[src/longest_increasing_subsequence_length_assert.svh]
// Assertion macros used by the LIS datapath (lis_dp).
// Expects clk and rst_n in the scope of each use.
`ifndef LONGEST_INCREASING_SUBSEQUENCE_LENGTH_ASSERT_SVH
`define LONGEST_INCREASING_SUBSEQUENCE_LENGTH_ASSERT_SVH

// Invariant checked at every edge outside reset.
`define LIS_ASSERT(lbl, prop, msg) \
    lbl: assert property (@(posedge clk) disable iff (!rst_n) (prop)) else $error(msg);

// Next-cycle implication checked outside reset.
`define LIS_ASSERT_NEXT(lbl, ante, cons, msg) \
    lbl: assert property (@(posedge clk) disable iff (!rst_n) (ante) |=> (cons)) \
        else $error(msg);

`endif

[src/lis_pkg.sv]
// Shared types and defaults for the LIS length block.
// No dependencies.
`default_nettype none

package lis_pkg;

    localparam int LIS_MAX_ITEMS   = 1024;
    localparam int LIS_VALUE_WIDTH = 32;
    localparam int VALUE_FIELD_W   = 32;
    localparam int LENGTH_W        = 11;

    typedef enum logic [2:0] {
        ST_IDLE,
        ST_START,
        ST_PROBE,
        ST_WRITE,
        ST_FINISH
    } lis_state_t;

    typedef struct packed {
        logic load;
        logic start;
        logic probe;
        logic write;
        logic set_ovf;
        logic finish;
    } lis_cmd_t;

    typedef struct packed {
        logic more;
        logic room;
        logic last;
        logic out_free;
    } lis_status_t;

endpackage

`default_nettype wire

[src/lis_ctrl.sv]
// Sequencer for the LIS block: accept, binary search, write or drop on overflow, result.
// Depends on lis_pkg.
`default_nettype none

module lis_ctrl
    import lis_pkg::*;
(
    input  wire logic        clk,
    input  wire logic        rst_n,
    input  wire logic        item_valid,
    output logic             item_ready,
    input  wire lis_status_t status,
    output lis_cmd_t         cmd
);

    lis_state_t state_reg;
    lis_state_t state_next;

    always_ff @(posedge clk or negedge rst_n)
    begin
        if (!rst_n)
        begin
            state_reg <= ST_IDLE;
        end
        else
        begin
            state_reg <= state_next;
        end
    end

    always_comb
    begin
        state_next = state_reg;
        unique case (state_reg)
            ST_IDLE:
            begin
                if (item_valid)
                begin
                    state_next = ST_START;
                end
            end
            ST_START:
            begin
                if (!status.room)
                begin
                    state_next = status.last ? ST_FINISH : ST_IDLE;
                end
                else
                begin
                    state_next = status.more ? ST_PROBE : ST_WRITE;
                end
            end
            ST_PROBE:
            begin
                state_next = status.more ? ST_PROBE : ST_WRITE;
            end
            ST_WRITE:
            begin
                state_next = status.last ? ST_FINISH : ST_IDLE;
            end
            ST_FINISH:
            begin
                if (status.out_free)
                begin
                    state_next = ST_IDLE;
                end
            end
            default:
            begin
                state_next = ST_IDLE;
            end
        endcase
    end

    always_comb
    begin
        item_ready  = 1'b0;
        cmd         = '0;
        unique case (state_reg)
            ST_IDLE:
            begin
                item_ready = 1'b1;
                cmd.load   = item_valid;
            end
            ST_START:
            begin
                cmd.start   = status.room;
                cmd.set_ovf = !status.room;
            end
            ST_PROBE:
            begin
                cmd.probe = 1'b1;
            end
            ST_WRITE:
            begin
                cmd.write = 1'b1;
            end
            ST_FINISH:
            begin
                cmd.finish = status.out_free;
            end
            default:
            begin
                cmd = '0;
            end
        endcase
    end

endmodule

`default_nettype wire

[config.mk]
export PLATFORM = sky130hd
export DESIGN_NAME = lis_ctrl
export DESIGN_NICKNAME = d
export VERILOG_FILES = /design/src/longest_increasing_subsequence_length_assert.svh /design/src/lis_pkg.sv /design/src/lis_ctrl.sv
export SDC_FILE = /design/constraint.sdc
export NUM_CORES = 1
export LEC_CHECK = 0
export ABC_CLOCK_PERIOD_IN_PS = 1550
export BUFFER_PORTS_ARGS = -buffer_cell sky130_fd_sc_hd__buf_4
export CORE_AREA = 4 4 41 43
export CTS_BUF_LIST = sky130_fd_sc_hd__clkbuf_8
export DETAILED_ROUTE_END_ITERATION = 6
export DIE_AREA = 0 0 45 47
export HOLD_SLACK_MARGIN = 0.12
export SLEW_MARGIN = 15
export SYNTH_ARGS = -nofsm -noshare
export SYNTH_HDL_FRONTEND = slang
export SYNTH_SLANG_ARGS = --single-unit
[constraint.sdc]
create_clock -name clk -period 1.55 [get_ports clk]
set_input_delay 0.0775 -clock clk [delete_from_list [all_inputs] [get_ports clk]]
set_output_delay 0.0775 -clock clk [all_outputs]
set_load 0.02 [all_outputs]
==> Word level (Yosys, flattened, before mapping) <==
Index checks and enable logic that the tools add are counted.
Widths: inputs -> output; s select.
{ "totals": {"wordCells": 23, "reg_bits": 3, "in_bits": 7} }
{ "op_classes": {"reduce_logical": 3, "n_mux": 13, "eq_ne": 6} }
{ "ops": {"columns": ["op", "count"], "rows": [
  ["$pmux 3 s5", 1],
  ["$mux 3", 4],
  ["$mux 1", 8],
  ["$eq 3x2->1 const B", 2],
  ["$ne 2x2->1 const B", 2],
  ["$eq 3x1->1 const B", 1],
  ["$eq 3x3->1 const B", 1],
  ["$logic_not 3->1", 1],
  ["$reduce_and 2->1", 1],
  ["$logic_not 1->1", 1]
]} }

==> Longest topological paths before layout <==
Gate-level depths: netlist of the first run.
{ "depth": {"word_depth": 3, "ltp_mapped": 3, "depth_no_buf": 2} }

==> Least setup slack after synthesis of the first run <==
Ideal clock, no wire load.
{ "synth_timing": {"kind": "flip-flop to output port", "start": "register state_reg[2]", "end": "output port cmd[1] in the netlist's numbering", "arrival_ps": 1319, "path_buffers": 1, "required_time_ps": 1472, "stages_incl_launch_ff": 3, "setup_slack_ps": 153, "path_cell_list": "dfrtp_1 -> buf_4 -> nor4b_1"} }
{ "synth_rtl": {"columns": ["item", "line_no", "source"], "rows": [
  ["start: declaration", "lis_ctrl.sv:16", "lis_state_t state_reg;"],
  ["start signal: assignment", "lis_ctrl.sv:27", "state_reg <= state_next;"],
  ["end: declaration", "lis_ctrl.sv:13", "output lis_cmd_t cmd"]
]} }

==> results of run 1 <==
==> per-stage QoR <==
stage               cell area, µm²  hold slack (ps)
floorplan                      243             -218
global placement               335             -131
detailed placement             335             -132
CTS                            400              135
global route                   400              144
finish                         400              138
==> Yosys cell counts (all sizes together) <==
cell / number / share of area
and4bb: 1 / 0.052
or4b: 1 / 0.041
a211o: 1 / 0.036
nor2: 1 / 0.015
nor3: 1 / 0.021
nand2: 1 / 0.015
dfrtp: 3 / 0.31
buf: 3 / 0.098
and3b: 2 / 0.072
nor3b: 1 / 0.031
nor4bb: 1 / 0.041
nor2b: 2 / 0.062
o21ba: 1 / 0.041
nor4b: 3 / 0.13
o31ai: 1 / 0.031
==> worst max-delay path, cell delays in order (launching register included) <==
cell and delay (ps):
dfrtp_1 480, nor4b_2 410, buf_4 210
==> layout make-up <==
type	count	area (µm²)	area share
timing repair buffer	15	118	0.294
sequential	3	75.1	0.188
tap	15	18.8	0.0469
multi-input combinational	17	144	0.359
clock buffer	3	41.3	0.103
clock inverter	1	3.75	0.00938
==> timing repair <==
item                                   in CTS  in global routing
buffers inserted                            0                  0
hold buffers                                2                  0
endpoints found under the hold margin       4                  0
==> cell families after synthesis <==
kind of cell	count (synthesis)	share of synthesized area
flops	3	0.309
buf+inv	3	0.0979
compound gates	3	0.108
simple gates	14	0.485
==> metal layers <==
layer	track usage	share of wire	wire length [µm]	vias to the layer above
li1	-	-	-	118
met1	0.0753	0.46	297	98
met2	0.0650	0.37	236	13
met3	0.0805	0.15	98	3
met4	0.0526	0.016	10	0
met5	0	0	0	-
==> where the power goes <==
group / switching, mW / leakage, nW / internal (mW)
sequential: 0.0841 / 0.0390 / 0.108
clock: 0.0537 / 0.0269 / 0.169
combinational: 0.139 / 0.130 / 0.166
==> final timing paths <==
kind | start | endpoint | cells after the start
hold reg to reg | state_reg[0]$_DFFE_PN0P_ | state_reg[2]$_DFFE_PN0P_ | 2
hold / removal | status[0] | state_reg[2]$_DFFE_PN0P_ | 3
min in group asynchronous | rst_n | state_reg[2]$_DFFE_PN0P_ | 2
max in group asynchronous | rst_n | state_reg[1]$_DFFE_PN0P_ | 2
setup / recovery | state_reg[2]$_DFFE_PN0P_ | cmd[5] | 2
setup reg to reg | state_reg[1]$_DFFE_PN0P_ | state_reg[2]$_DFFE_PN0P_ | 2
==> impl_results.md, run 1 <==
- Worst setup margin: 159 ps
- RSZ-0062 raised after global routing: no
- Initial DRC Count: 1
- Initial antenna violation count: 0
- Full die area: 2120 µm²
- Clock sinks: 3
- Clock root buffer: clkbuf_8
- Cells after Synth: 23
- Layout overhead on the synthesized area: 64.9%
- Buffers on Ports: 13
- DP HPWL: 456 µm
- Setup Viol. Count Final: 0
- Synth unique cells: 19
- Starting Density: 0.187
- Die span in y: 47 µm
- Vias per inst: 4.30
- Syn Nets: 30
- Crit path time final: 1390 ps
- First-pass GRT wire length: 862 µm
- Slew Viols, Final: 0
- Worst-case clock skew: 5.62 ps
- Pre-antenna DRT Iters: 2
- Sequential share of the synthesized area: 0.309
- Util after Layout: 0.308
- Commonest non-fill, non-tap cell in the layout: buf_4
- Post-DRT Antenna Nets: 0
- Worst skew pair latency: 220 ps
- Worst setup path category: register to output pin
- Placed cells: 48
- CTS max path bufs: 2
- FILL cells: 155
- Slew headroom: 0.773
- Row cnt: 13
- Vias in the first global route: 203
- Vias: 232
- Total grt overflow: 0
- VDD IR max: 0.000656 V
- Layout cells sized above 1: 0.487
- Netlist Area Pre-Place: 243 µm²
- Reg2reg setup slack: 340 ps
- Required time worst endpoint: 1470 ps
- Max-Cap Viols: 0
- Nets@finish: 47
- Flop and latch count out of synthesis: 3
- WL final: 642 µm
- Placer Congestion: 0.655
- WL per Instance: 11.9 µm
- Crit share post-route: 0.898
- Pre-CTS setup slack: 349 ps
- Clk pin slew, worst setup/hold paths: 30 ps
- Most frequent cells in the layout: buf_4 (13), clkbuf_8 (3), dfrtp_1 (3)
- Fmax: 719 MHz
- Crit path DAT: 1310 ps
- Setup TNS: 0 ps
- GRT Util Overall: 0.0680
- Largest net degree at the start of global routing: 13
- Critical path fanouts, max: 12
- Pwr dens: 1800 nW/µm²
- Final hold vios: 0
- Average size of a mapped cell: 10.6 µm²
- DIE WIDTH: 45 µm
- Hold Path Class: input port to register
- Core Box Area: 1300 µm²
- CTS tree: done
- Htree depth: 1
- CTS Buf Count: 3
- P_leak: 0.196 nW
- Startpoint types: register
- Status: complete, no violations
- N_diodes: 0
- Io pins: 14
- Critical Path Sink Type: output pin
- Final Instance Count excl. Fillers: 54
- Warnings, synthesis: 0
- Overall Power: 0.719 mW
- Max FFs per register: 3
- Worst Tran Pin Value: 341 ps
- DRC viols: 0
- PostCTS Resize Cnt: 0
No activity file was read; power rests on OpenSTA's default activity.
==> run 2, diff against run 1 <==
--- a/config.mk
+++ b/config.mk
@@ -7,11 +7,14 @@
 export LEC_CHECK = 0
 export ABC_CLOCK_PERIOD_IN_PS = 1550
 export BUFFER_PORTS_ARGS = -buffer_cell sky130_fd_sc_hd__buf_4
+export CELL_PAD_IN_SITES_DETAIL_PLACEMENT = 1
+export CELL_PAD_IN_SITES_GLOBAL_PLACEMENT = 1
 export CORE_AREA = 4 4 41 43
 export CTS_BUF_LIST = sky130_fd_sc_hd__clkbuf_8
 export DETAILED_ROUTE_END_ITERATION = 6
 export DIE_AREA = 0 0 45 47
 export HOLD_SLACK_MARGIN = 0.12
+export PLACE_DENSITY_LB_ADDON = 0.1
 export SLEW_MARGIN = 15
 export SYNTH_ARGS = -nofsm -noshare
 export SYNTH_HDL_FRONTEND = slang
==> run 2 against run 1 <==
  * Clock skew shrank 5.2 ps
  * Sequential share of layout area grew 0.48 points
  * Critical endpoint is now cmd[1]
  * Clock power shrank 2%
==> impl_results.md, run 2 (same netlist as run 1, synthesis figures left out) <==
- CTS Buf Count: 3
- P_leak: 0.192 nW
- RSZ-0062 raised after global routing: no
- Full die area: 2120 µm²
- Commonest non-fill, non-tap cell in the layout: buf_4
- Pre-antenna DRT Iters: 1
- Vias: 236
- Hold Path Class: input port to register
- Slowest cell on the critical path: dfrtp_1
- Most frequent cells in the layout: buf_4 (13), clkbuf_8 (3), dfrtp_1 (3)
- PostCTS Resize Cnt: 0
- Final Instance Count excl. Fillers: 53
- Max FFs per register: 3
- Layout cells sized above 1: 0.500
- Htree depth: 1
- Slew headroom: 0.779
- Initial antenna violation count: 0
- Die span in y: 47 µm
- CTS tree: done
- Placed cells: 48
- DRC viols: 0
- Initial DRC Count: 0
- VDD IR max: 0.000588 V
- Post-CTS Setup Repair Bufs: 0
- WL final: 611 µm
- FILL cells: 155
- Slew Viols, Final: 0
- Clock sinks: 3
- Buffers on Ports: 13
- Overall Power: 0.710 mW
- Net Sw Frac: 0.380
- Fin Hold WS: 134 ps
- Core Box Area: 1300 µm²
- Post-DRT Antenna Nets: 0
- Largest net degree at the start of global routing: 13
- Vias in the first global route: 234
- WL per Instance: 11.5 µm
- Starting Density: 0.187
- GRT Util Overall: 0.0633
- Row cnt: 13
- Crit share post-route: 0.870
- Final hold vios: 0
- Nets@finish: 46
- Clk pin slew, worst setup/hold paths: 30 ps
- Worst Path Buf+Inv: 1
- Sequential power share: 0.269
- Max-Cap Viols: 0
- Io pins: 14
- Total grt overflow: 0
- Required time worst endpoint: 1470 ps
- Crit-path max cell delay: 480 ps
- Pint: 0.440 mW
- Critical path fanouts, max: 12
- Worst-case clock skew: 0.385 ps
- Pwr dens: 1820 nW/µm²
- Startpoint types: register
- Setup TNS: 0 ps
- Clock root buffer: clkbuf_8
- Crit path time final: 1350 ps
- Status: complete, no violations
- First-pass GRT wire length: 931 µm
- Worst skew pair latency: 210 ps
- Placer Congestion: 0.617
- Critical Path Sink Type: output pin
- Top cell family by delay on the critical path: flip-flops
- Setup Viol. Count Final: 0
- Worst setup path category: register to output pin
- CP Cell Sequence: nor4b_1, buf_4
- N_diodes: 0
- CTS max path bufs: 2
- Util after Layout: 0.300
- Worst Tran Pin Value: 332 ps
- Crit path DAT: 1270 ps
- Net Sw Power: 0.270 mW
- Fmax: 742 MHz
- Vias per inst: 4.45
- DIE WIDTH: 45 µm
- Logic pwr share: 0.426
- Layout overhead on the synthesized area: 60.8%
- Clock share of power: 0.305
-- run 2: final cells by class --
cell class              instances  area [µm²]  area share
clock buffers                   3        41.3       0.106
clock inverters                 1        3.75     0.00962
multi-input cells              17         144       0.369
flip-flops and latches          3        75.1       0.192
well taps                      15        18.8      0.0481
repair buffers                 14         108       0.276
-- run 2: worst register-to-register path, cell delays in order, from the launching register on --
cell and delay (ps):
dfrtp_1 480, or4b_1 560, o31ai_1 90
-- run 2: timing repair --
| item | 4_1_cts | 5_1_grt |
|---|---|---|
| hold endpoints to repair | 3 | 0 |
| setup endpoints to repair | 0 | 0 |
| hold buffers | 1 | 0 |
-- run 2: worst paths after layout --
kind	startpoint	endpoint	slack (ps)	cells past startpoint
worst max-delay path	state_reg[2]$_DFFE_PN0P_	cmd[1]	200	2
worst min-delay path	status[1]	state_reg[2]$_DFFE_PN0P_	130	3
worst max register to register	state_reg[1]$_DFFE_PN0P_	state_reg[2]$_DFFE_PN0P_	320	2
worst min register to register	state_reg[0]$_DFFE_PN0P_	state_reg[2]$_DFFE_PN0P_	690	2
max in group asynchronous	rst_n	state_reg[0]$_DFFE_PN0P_	1280	2
min in group asynchronous	rst_n	state_reg[1]$_DFFE_PN0P_	180	2
-- run 2: layer usage --
layer	part of all wire	GRT usage	vias to the layer above
met5	0	0	-
met4	0	0.0702	0
met3	0.077	0.0153	0
met2	0.52	0.0989	6
met1	0.40	0.0662	113
li1	-	-	117
-- run 2: power by group through the flow --
stage	Combinational (mW)	Clock, mW	Sequential, mW
2_1_floorplan	0.276	0	0.128
3_5_place_dp	0.307	0	0.194
6_report	0.303	0.217	0.191
4_1_cts	0.310	0.225	0.193
5_1_grt	0.326	0.229	0.206
3_3_place_gp	0.306	0	0.190
-- run 2: through the flow --
stage               setup slack (ps)  instance area, µm²
floorplan                        153                 243
global placement                 364                 335
detailed placement               317                 335
CTS                              182                 390
global route                    36.5                 390
finish                           202                 390
==> run 3, diff against run 2 <==
--- a/config.mk
+++ b/config.mk
@@ -15,6 +15,7 @@
 export DIE_AREA = 0 0 45 47
 export HOLD_SLACK_MARGIN = 0.12
 export PLACE_DENSITY_LB_ADDON = 0.1
+export SKIP_LAST_GASP = 1
 export SLEW_MARGIN = 15
 export SYNTH_ARGS = -nofsm -noshare
 export SYNTH_HDL_FRONTEND = slang
==> constraint.sdc (replaced) <==
create_clock -name clk -period 1.55 [get_ports clk]
set_input_delay 0.31 -clock clk [delete_from_list [all_inputs] [get_ports clk]]
set_output_delay 0.31 -clock clk [all_outputs]
set_load 0.02 [all_outputs]
==> run 3 against run 2 <==
  * Clock skew is essentially flat
  * Total power grew 5.8%
  * Via count is 2.5% higher
  * Clock power about the same
  * Sequential power increased by 14%
  * Maximum frequency is 9.6% lower
  * Critical path depth is the same
  * Wire length grew 15%
  * Non-clock buffer count stayed put
  * Worst hold slack gained 230 ps
  * Setup slack got worse by 140 ps
  * Cell count is the same
  * Largest cell class unchanged
==> impl_results.md, run 3 (same netlist as run 1, synthesis figures left out) <==
- Vias in the first global route: 253
- Total grt overflow: 0
- Critical Path Sink Type: output pin
- Clock root buffer: clkbuf_8
- Util after Layout: 0.319
- Post-CTS Setup Repair Bufs: 0
- Worst Tran Pin Value: 255 ps
- Row cnt: 13
- Critical path fanouts, max: 12
- Crit share post-route: 0.962
- VDD IR max: 0.000581 V
- DRC viols: 0
- Starting Density: 0.187
- Setup Viol. Count Final: 0
- Initial DRC Count: 0
- Largest net degree at the start of global routing: 13
- Htree depth: 1
- First-pass GRT wire length: 1100 µm
- Slew headroom: 0.827
- CTS tree: done
- Slew Viols, Final: 0
- Crit path DAT: 1180 ps
- GRT Util Overall: 0.0728
- CTS Buf Count: 3
- CTS max path bufs: 2
- Pwr dens: 1810 nW/µm²
- Core Box Area: 1300 µm²
- Clock sinks: 3
- Hold Path Class: input port to register
- Worst setup path category: register to output pin
- Clock share of power: 0.288
- Worst-case clock skew: 0.167 ps
- Sequential power share: 0.289
- DIE WIDTH: 45 µm
- Overall Power: 0.752 mW
- CP Cell Sequence: nor4b_4, buf_4
- Placer Congestion: 0.660
- Required time worst endpoint: 1240 ps
- Layout overhead on the synthesized area: 71.1%
- Fmax: 670 MHz
- Slowest cell on the critical path: dfrtp_2
- Vias: 242
- Initial antenna violation count: 0
- RSZ-0062 raised after global routing: yes
- WHS Path Cells: 3
- Commonest non-fill, non-tap cell in the layout: buf_4
- Io pins: 14
- WL per Instance: 13.2 µm
- Status: complete, no violations
- Buffers on Ports: 13
- Most frequent cells in the layout: buf_4 (13), clkbuf_8 (3), dfrtp_2 (3)
- Pint: 0.461 mW
- Nets@finish: 46
- Net Sw Frac: 0.387
- Full die area: 2120 µm²
- Reg2reg path depth: 2
- Final hold vios: 0
- Crit path time final: 1490 ps
- Die span in y: 47 µm
- Clk pin slew, worst setup/hold paths: 30 ps
- Max FFs per register: 3
- Vias per inst: 4.57
- Worst skew pair latency: 210 ps
- WL final: 702 µm
- P_leak: 0.195 nW
- Startpoint types: register
- Max-Cap Viols: 0
- Logic pwr share: 0.423
- N_diodes: 0
- Net Sw Power: 0.291 mW
- Layout cells sized above 1: 0.632
- Crit-path max cell delay: 480 ps
- Pre-antenna DRT Iters: 1
- Post-DRT Antenna Nets: 0
## run 3: area by class of cell
class,count,area (µm²)
fillers,152,886
repair buffers,14,108
clock buffers,3,41.3
flip-flops and latches,3,78.8
multi-input cells,17,165
well taps,15,18.8
clock inverters,1,3.75
## run 3: power by group through the flow
stage / Combinational, mW / Sequential [mW] / Clock, mW
after detailed placement: 0.315 / 0.203 / 0
after floorplan: 0.289 / 0.128 / 0
after CTS: 0.318 / 0.206 / 0.223
after global routing: 0.342 / 0.225 / 0.227
final: 0.318 / 0.217 / 0.216
after global placement: 0.314 / 0.196 / 0
## run 3: worst max-delay path: cells and delay by family (launching register included)
kind / cells / cell delay [ps]
buffers and inverters: 1 / 180
flip-flops: 1 / 480
AND/OR/NAND/NOR: 1 / 310
## run 3: final timing paths
path / startpoint / to / slack (ps)
worst max-delay path: state_reg[2]$_DFFE_PN0P_ / cmd[5] / 60
worst min-delay path: status[1] / state_reg[2]$_DFFE_PN0P_ / 360
worst max register to register: state_reg[1]$_DFFE_PN0P_ / state_reg[2]$_DFFE_PN0P_ / 330
worst min register to register: state_reg[2]$_DFFE_PN0P_ / state_reg[2]$_DFFE_PN0P_ / 640
max in group asynchronous: rst_n / state_reg[0]$_DFFE_PN0P_ / 1010
min in group asynchronous: rst_n / state_reg[2]$_DFFE_PN0P_ / 430
## run 3: per-layer routing
metal,vias up,GRT usage,wire (µm)
met5,-,0,0
met4,0,0.0526,0
met3,0,0.0115,22
met2,5,0.138,416
met1,118,0.0709,263
li1,119,-,-
## run 3: stage by stage
stage | cell area (µm²) | worst slack, ps | std cells | hold slack [ps] | TNS, ps
floorplan | 255 | 162 | 23 | 14.4 | 0
detailed placement | 348 | 195 | 48 | 101 | 0
global placement | 348 | 218 | 48 | 99.6 | 0
finish | 415 | 58.3 | 53 | 361 | 0
global route | 415 | -11.7 | 53 | 374 | -11.7
CTS | 405 | 14.5 | 53 | 362 | 0
## run 3: what timing repair did
action,in CTS,in global routing
gates resized for setup,2,2
endpoints found under the hold margin,3,0
pin swaps,0,0
endpoints found under the setup margin,1,3
hold buffers,1,0
